File: src/hdl/ccfw_pkg.sv
// Package with the shared types, codes and constants of the configurable cache.
package ccfw_pkg;

  localparam int CACHE_WORDS_DEF     = 256;
  localparam int MEM_WORDS_DEF       = 4096;
  localparam int MAX_BLOCK_WORDS_DEF = 16;
  localparam int WORD_BITS_DEF       = 32;

  localparam int ADDR_W  = 12;
  localparam int KIND_W  = 2;
  localparam int CNT_W   = 32;
  localparam int CFG_W   = 4;
  localparam int CFG_I_W = 3;

  localparam logic [KIND_W-1:0] KIND_READ  = 2'd0;
  localparam logic [KIND_W-1:0] KIND_WRITE = 2'd1;
  localparam logic [KIND_W-1:0] KIND_FLUSH = 2'd2;
  localparam logic [KIND_W-1:0] KIND_INVAL = 2'd3;

  localparam logic [1:0] MAP_SET  = 2'd1;
  localparam logic [1:0] MAP_FULL = 2'd2;

  localparam logic WP_BACK = 1'b1;

  localparam logic [CFG_I_W-1:0] CFG_MAPPING = 3'd0;
  localparam logic [CFG_I_W-1:0] CFG_POLICY  = 3'd1;
  localparam logic [CFG_I_W-1:0] CFG_CACHE   = 3'd2;
  localparam logic [CFG_I_W-1:0] CFG_BLOCK   = 3'd3;
  localparam logic [CFG_I_W-1:0] CFG_WAYS    = 3'd4;

  typedef enum logic [4:0] {
    ST_CLEAR, ST_IDLE, ST_DISP, ST_TAG_RD, ST_TAG_CMP, ST_FIFO_RD, ST_VICTIM,
    ST_WB_RD, ST_WB_WR, ST_FILL_RD, ST_FILL_WR, ST_SET_LINE, ST_FQ_RD, ST_FQ_WR,
    ST_FQ_LAST, ST_ACC, ST_FL_CHK, ST_FL_NEXT, ST_INV, ST_RESULT
  } st_t;

  typedef enum logic [4:0] {
    CMD_NONE, CMD_CLR, CMD_LOAD, CMD_TAG_RD, CMD_TAG_CMP, CMD_FIFO_RD, CMD_VICTIM,
    CMD_WB_RD, CMD_WB_WR, CMD_FILL_RD, CMD_FILL_WR, CMD_SET_LINE, CMD_FQ_RD,
    CMD_FQ_WR, CMD_FQ_LAST, CMD_ACC, CMD_FL_CHK, CMD_FL_NEXT, CMD_INV, CMD_RESULT
  } cmd_t;

  typedef struct packed {
    logic [KIND_W-1:0] kind;
    logic              wb;
    logic              match;
    logic              way_last;
    logic              inv_any;
    logic              word_last;
    logic              q_last;
    logic              ways_one;
    logic              dirty_cur;
    logic              line_last;
    logic              clr_last;
    logic              out_free;
  } stat_t;

endpackage

File: src/hdl/ccfw_ctrl.sv
// Controller state machine that sequences the reset clear, lookups, fills, write-backs, flushes and invalidates.
module ccfw_ctrl
  import ccfw_pkg::*;
(
  input  logic  clk,
  input  logic  rst_n,
  input  logic  in_tvalid,
  output logic  in_tready,
  input  stat_t sts,
  output cmd_t  cmd
);

  st_t state_r, state_nxt;

  always_ff @(posedge clk) begin
    if (!rst_n) begin
      state_r <= ST_CLEAR;
    end else begin
      state_r <= state_nxt;
    end
  end

  always_comb begin
    state_nxt = state_r;
    cmd       = CMD_NONE;
    in_tready = 1'b0;
    case (state_r)
      ST_CLEAR: begin
        cmd = CMD_CLR;
        if (sts.clr_last) state_nxt = ST_IDLE;
      end
      ST_IDLE: begin
        in_tready = 1'b1;
        if (in_tvalid) begin
          cmd       = CMD_LOAD;
          state_nxt = ST_DISP;
        end
      end
      ST_DISP: begin
        if (sts.kind inside {KIND_READ, KIND_WRITE}) state_nxt = ST_TAG_RD;
        else if (sts.kind == KIND_FLUSH) state_nxt = sts.wb ? ST_FL_CHK : ST_RESULT;
        else state_nxt = ST_INV;
      end
      ST_TAG_RD: begin
        cmd       = CMD_TAG_RD;
        state_nxt = ST_TAG_CMP;
      end
      ST_TAG_CMP: begin
        cmd = CMD_TAG_CMP;
        if (sts.match) state_nxt = ST_ACC;
        else if (sts.way_last) state_nxt = sts.inv_any ? ST_FILL_RD : ST_FIFO_RD;
        else state_nxt = ST_TAG_RD;
      end
      ST_FIFO_RD: begin
        cmd       = CMD_FIFO_RD;
        state_nxt = ST_VICTIM;
      end
      ST_VICTIM: begin
        cmd       = CMD_VICTIM;
        state_nxt = sts.wb ? ST_WB_RD : ST_FILL_RD;
      end
      ST_WB_RD: begin
        cmd       = CMD_WB_RD;
        state_nxt = ST_WB_WR;
      end
      ST_WB_WR: begin
        cmd = CMD_WB_WR;
        if (sts.word_last) state_nxt = (sts.kind == KIND_FLUSH) ? ST_FL_NEXT : ST_FILL_RD;
        else state_nxt = ST_WB_RD;
      end
      ST_FILL_RD: begin
        cmd       = CMD_FILL_RD;
        state_nxt = ST_FILL_WR;
      end
      ST_FILL_WR: begin
        cmd       = CMD_FILL_WR;
        state_nxt = sts.word_last ? ST_SET_LINE : ST_FILL_RD;
      end
      ST_SET_LINE: begin
        cmd       = CMD_SET_LINE;
        state_nxt = sts.ways_one ? ST_FQ_LAST : ST_FQ_RD;
      end
      ST_FQ_RD: begin
        cmd       = CMD_FQ_RD;
        state_nxt = ST_FQ_WR;
      end
      ST_FQ_WR: begin
        cmd       = CMD_FQ_WR;
        state_nxt = sts.q_last ? ST_FQ_LAST : ST_FQ_RD;
      end
      ST_FQ_LAST: begin
        cmd       = CMD_FQ_LAST;
        state_nxt = ST_ACC;
      end
      ST_ACC: begin
        cmd       = CMD_ACC;
        state_nxt = ST_RESULT;
      end
      ST_FL_CHK: begin
        cmd       = CMD_FL_CHK;
        state_nxt = sts.dirty_cur ? ST_WB_RD : ST_FL_NEXT;
      end
      ST_FL_NEXT: begin
        cmd       = CMD_FL_NEXT;
        state_nxt = sts.line_last ? ST_RESULT : ST_FL_CHK;
      end
      ST_INV: begin
        cmd       = CMD_INV;
        state_nxt = ST_RESULT;
      end
      ST_RESULT: begin
        if (sts.out_free) begin
          cmd       = CMD_RESULT;
          state_nxt = ST_IDLE;
        end
      end
      default: state_nxt = ST_IDLE;
    endcase
  end

  a_clear_holds: assert property (@(posedge clk) disable iff (!rst_n)
    (state_r == ST_CLEAR && !sts.clr_last) |=> state_r == ST_CLEAR)
    else $error("clearing pass left early");

  a_victim_full: assert property (@(posedge clk) disable iff (!rst_n)
    state_r == ST_FIFO_RD |-> $past(state_r == ST_TAG_CMP && !sts.inv_any))
    else $error("eviction with a free way");

  a_result_wait: assert property (@(posedge clk) disable iff (!rst_n)
    (state_r == ST_RESULT && !sts.out_free) |=> state_r == ST_RESULT)
    else $error("result dropped while output busy");

endmodule

File: config.mk
export PLATFORM = sky130hd
export DESIGN_NAME = ccfw_ctrl
export DESIGN_NICKNAME = d
export VERILOG_FILES = /design/src/hdl/ccfw_pkg.sv /design/src/hdl/ccfw_ctrl.sv
export SDC_FILE = /design/constraint.sdc
export NUM_CORES = 1
export LEC_CHECK = 0
export BUFFER_PORTS_ARGS = -buffer_cell sky130_fd_sc_hd__buf_2
export CORE_AREA = 2 2 50 63
export DETAILED_ROUTE_END_ITERATION = 6
export DIE_AREA = 0 0 52 65
export PLACE_DENSITY = 0.43
export SETUP_SLACK_MARGIN = 0.4
export SYNTH_ARGS = -nofsm -noshare
export SYNTH_HDL_FRONTEND = slang
export SYNTH_SLANG_ARGS = --single-unit
File: constraint.sdc
create_clock -name clk -period 4.1 [get_ports clk]
set_input_delay 0.615 -clock clk [delete_from_list [all_inputs] [get_ports clk]]
set_output_delay 0.615 -clock clk [all_outputs]
set_load 0.02 [all_outputs]
======== After elaboration in Yosys (flattened, before gate mapping) ========
Cells that the tools add are included.
cells by class
  equal/unequal tests ..................... 24
  muxes and demuxes ....................... 22
  reduce and logical (&&, ||, !) cells .... 5
operators by type and width
  operator                                              count
  case mux 5 bit (19 select lines)                      2
  equality test 5 x 4 -> 1 bit (second input constant)  8
  2-to-1 mux 5 bit                                      8
  equality test 5 x 3 -> 1 bit (second input constant)  4
  equality test 5 bit (second input constant)           4
  2-to-1 mux 4 bit                                      4
  2-to-1 mux 2 bit                                      7
  equality test 5 x 2 -> 1 bit (second input constant)  2
  != test 2 bit (second input constant)                 3
  equality test 5 x 1 -> 1 bit (second input constant)  1
  zero test 5 bit                                       1
  AND reduction 3 bit                                   1
  equality test 2 x 1 -> 1 bit (second input constant)  1
  equality test 2 bit (second input constant)           1
  zero test 2 bit                                       1
  nonzero test 2 bit                                    1
  OR reduction 2 bit                                    1
  2-to-1 mux 1 bit                                      1
word-level totals
  bits in registers ....................... 5
  input bits .............................. 16
  output and inout port bits .............. 6
  logic and storage cells ................. 52

======== Longest topological paths before layout ========
  depth in word-level cells ............... 4
  mapped depth ............................ 6
  gate-level depth less buffers ........... 4

======== Worst setup path after synthesis ========
Ideal clock, no wire load.
  path kind ............................... reg-to-output
  from .................................... register state_r[3]
  to ...................................... output cmd[1]
  arrival ................................. 1.414 ns
  data required time ...................... 3.485 ns
  slack ................................... 2.071 ns
  cell stages (with the launch flop) ...... 6
  path buffers ............................ 1
  path through ............................ dfxtp_1 -> clkbuf_1 -> nor2_1 -> nand2_1 -> nor2_1 -> a22o_1
on the way
  cells in the longest elaborated chain, start to end .. 2
  elaborated cells on any way between the ends .. 20
  classes of those cells .................. eq/ne (18); mux (1); reduce/logical (1)
RTL lines
  element                                            line             source
  start, declared                                    ccfw_ctrl.sv:13  st_t state_r, state_nxt;
  start signal, assigned                             ccfw_ctrl.sv:19  state_r <= state_nxt;
  equality test 5 bit, or another cell as far along  ccfw_ctrl.sv:27  case (state_r)
  case mux 5 bit (19 select lines) (*)               ccfw_ctrl.sv:27
  end, declared                                      ccfw_ctrl.sv:10  output cmd_t cmd
Mark *: on every way between the ends. The rest lies on a longest branch, timed or not.

======== Worst setup path in the final report ========
  from .................................... register state_r[0]
  to ...................................... output cmd[1]
Same word-level chain as after synthesis.

==> results_dict.tcl <==
set metrics [dict create \
    status "finished clean" \
    clockBufferDepth 2 \
    p_per_area_mw_per_mm2 223 \
    largest_register_ffs 5 \
    detail-route-antenna-nets 0 \
    ys_seq_area_share_pct 15.0 \
    drt_first_iter_violations 20 \
    synth.most_common_cell "nand2_1" \
    swShare_pct 36.0 \
    crit_type "reg2out" \
    drt-pass1-iter-count 4 \
    grt_pass1_vias 764 \
    yosys.area.top_type_share_pct 15.0 \
    antenna_found_initial 0 \
    hold-worst-slack_ps 655 \
    clk_pin_slew_ps 40 \
    worst_ep_required_time_ps 3480 \
    grt_max_degree 20 \
    antenna_cells 0 \
    relSlewSlack_pct 58.1 \
    hold_buffers 0 \
    routedWlPerCell_um 12.8 \
    fp.dieW_um 52 \
    clkSinkCount 5 \
    area_delta_synth_final_pct 20.6 \
    grt_pass1_wl_mm 3.29 \
    fin_crit_ps 2410 \
    clk-insertion-delay-late_ps 240 \
    dp_hpwl_mm 1.59 \
    grt_usage_pct 12.8 \
    fin_nets 135 \
    synth-edff-count 0 \
    fin_crit_sh_pct 58.8 \
    arrival_ps 1800 \
    final_max_slew_viol_count 0 \
    synth_ff_type "dfxtp_1" \
    numCtsBuffers 3 \
    ys_async_sr_fraction_pct 0 \
    end_kind "output port" \
    sequentialPowerShare_pct 34.2 \
    io_buffers 21 \
    synth_common_cells "14 x nand2_1, 10 x nor2_1, 7 x o21ai_0, 5 x dfxtp_1" \
    max_freq_mhz 415 \
    postCtsSetupRepairBufs 0 \
    routabilityCongestion 0.795 \
    fp-row-count 22 \
    power_switching_mw 0.0648 \
    ys_ff_latch 5 \
    setup_viol 0 \
    fillers 331 \
    critPathBufInv 2 \
    irDropWorstVdd_v 0.000122 \
    top_regs "state_r x5" \
    route.vias.total 829 \
    core_area_mm2 0.00284 \
    netlist.top_cell.by_area "dfxtp_1" \
    crit_fanout 19 \
    hold_path_class "in2reg" \
    startpoint_type "register" \
    hold_viol_final 0 \
    crit_chain "inv_1, o21ai_0, a21oi_1, a22o_1, buf_2" \
    fin_setup_tns_ps 0 \
    synth_nets 116 \
    rsz0062_at_grt "no" \
    cp_top_family "flip-flops" \
    worst_slew_pin_slew_ps 627 \
    die_h_um 65 \
    pwr-share-clk_pct 31.6 \
    routed_via_density 5.38 \
    cts_resized 0 \
    synth_cell_types 42 \
    clock-skew-final_ps 1.47 \
    leakage_nw 0.332 \
    top_register "state_r" \
    ios 22 \
    maxCapViolCount 0 \
    h-tree-depth 1 \
    synth_cells 100 \
    grt_overflow_total 0 \
    wirelength_mm 1.97 \
    cp_slowest_stage_delay_ps 710 \
    drive_gt1_share_pct 25.4 \
    drc_errors 0 \
    cellInternalPower_mw 0.115 \
    critPathSlowestCell "dfxtp_1" \
    cts_tree "built" \
    initial_core_util_pct 23.6 \
    dieArea_mm2 0.00338 \
    cts_root_buf "clkbuf_4" \
    yosys_warnings 0 \
    synth_area_um2 669 \
    synthesis.area_per_instance_um2 6.69 \
    synthTopCellsByArea "dfxtp_1 15%, nand2_1 7.9%, nor2_1 5.6%" \
    combPwrFrac_pct 34.2 \
]
cells by family after synthesis:
| kind of cell | share of synthesized area [%] |
|---|---|
| flip-flops | 15.0 |
| multiplexers | 2.99 |
| XOR/XNOR | 1.31 |
| buffers and inverters | 8.04 |
| AO/OA/AOI/OAI | 34.2 |
| AND/OR/NAND/NOR | 38.5 |
layout make-up:
type | count | area [um^2] | area share [%]
Clock buffer | 4 | 26.3 | 3.26
Sequential cell | 5 | 100 | 12.4
Timing Repair Buffer | 21 | 105 | 13.0
Inverter | 4 | 15.0 | 1.86
Multi-Input combinational cell | 84 | 515 | 63.9
Tap cell | 36 | 45.0 | 5.58
worst paths after layout:
| path | startpoint | slack, ps | to | cells past startpoint |
|---|---|---|---|---|
| min | rst_n | 650 | state_r[3]$_SDFFE_PN0P_ | 2 |
| max reg2reg | state_r[4]$_SDFFE_PN0P_ | 2380 | state_r[1]$_SDFFE_PN0P_ | 4 |
| max | state_r[0]$_SDFFE_PN0P_ | 1690 | cmd[1] | 5 |
| min reg2reg | state_r[1]$_SDFFE_PN0P_ | 700 | state_r[4]$_SDFFE_PN0P_ | 2 |
stage by stage:
stage               instances  worst slack [ps]  total power, mW  instance area, um^2  utilization (%)
floorplan                 100              2070            0.102                  669                -
global placement          150              2060            0.124                  781             27.5
detailed placement        150              1980            0.124                  781             27.5
CTS                       154              1710            0.183                  807             28.5
global route              154              1510            0.195                  807             28.5
finish                    154              1690            0.180                  807             28.5
per-layer routing:
layer  routed length (um)  vias up  global-route usage (%)
met3                  101       11                    1.38
met1                  809      394                    14.2
met4                  112        0                    11.5
li1                     -      398                       -
met5                    0        -                       0
met2                  950       26                    20.6
power groups by stage:
stage	clock network [mW]	logic, mW	registers [mW]
2_1_floorplan	0	0.0490	0.0530
3_3_place_gp	0	0.0621	0.0620
4_1_cts	0.0598	0.0621	0.0610
6_report	0.0568	0.0616	0.0616
3_5_place_dp	0	0.0616	0.0619
5_1_grt	0.0637	0.0682	0.0629
cell usage in the layout, fill, tap and decap left out, drive strengths merged, types with 2 or more instances in the layout:
cell type,instances
nor3b,2
o21a,2
o22ai,2
mux2i,2
dfxtp,5
nor3,4
inv,4
a22oi,2
nand3,3
a21oi,5
a21boi,2
nor2b,4
buf,21
clkbuf,4
o21ai,7
or2,2
nand2,14
nand3b,2
nor2,10
nand2b,3
worst reg2reg max path: cells and delay by family, from the launching register on:
family / cells / cell delay, ps
AO/OA/AOI/OAI: 2 / 310
AND/OR/NAND/NOR: 2 / 700
flip-flops: 1 / 630
Note: power is estimated with default switching activity, not from simulation.
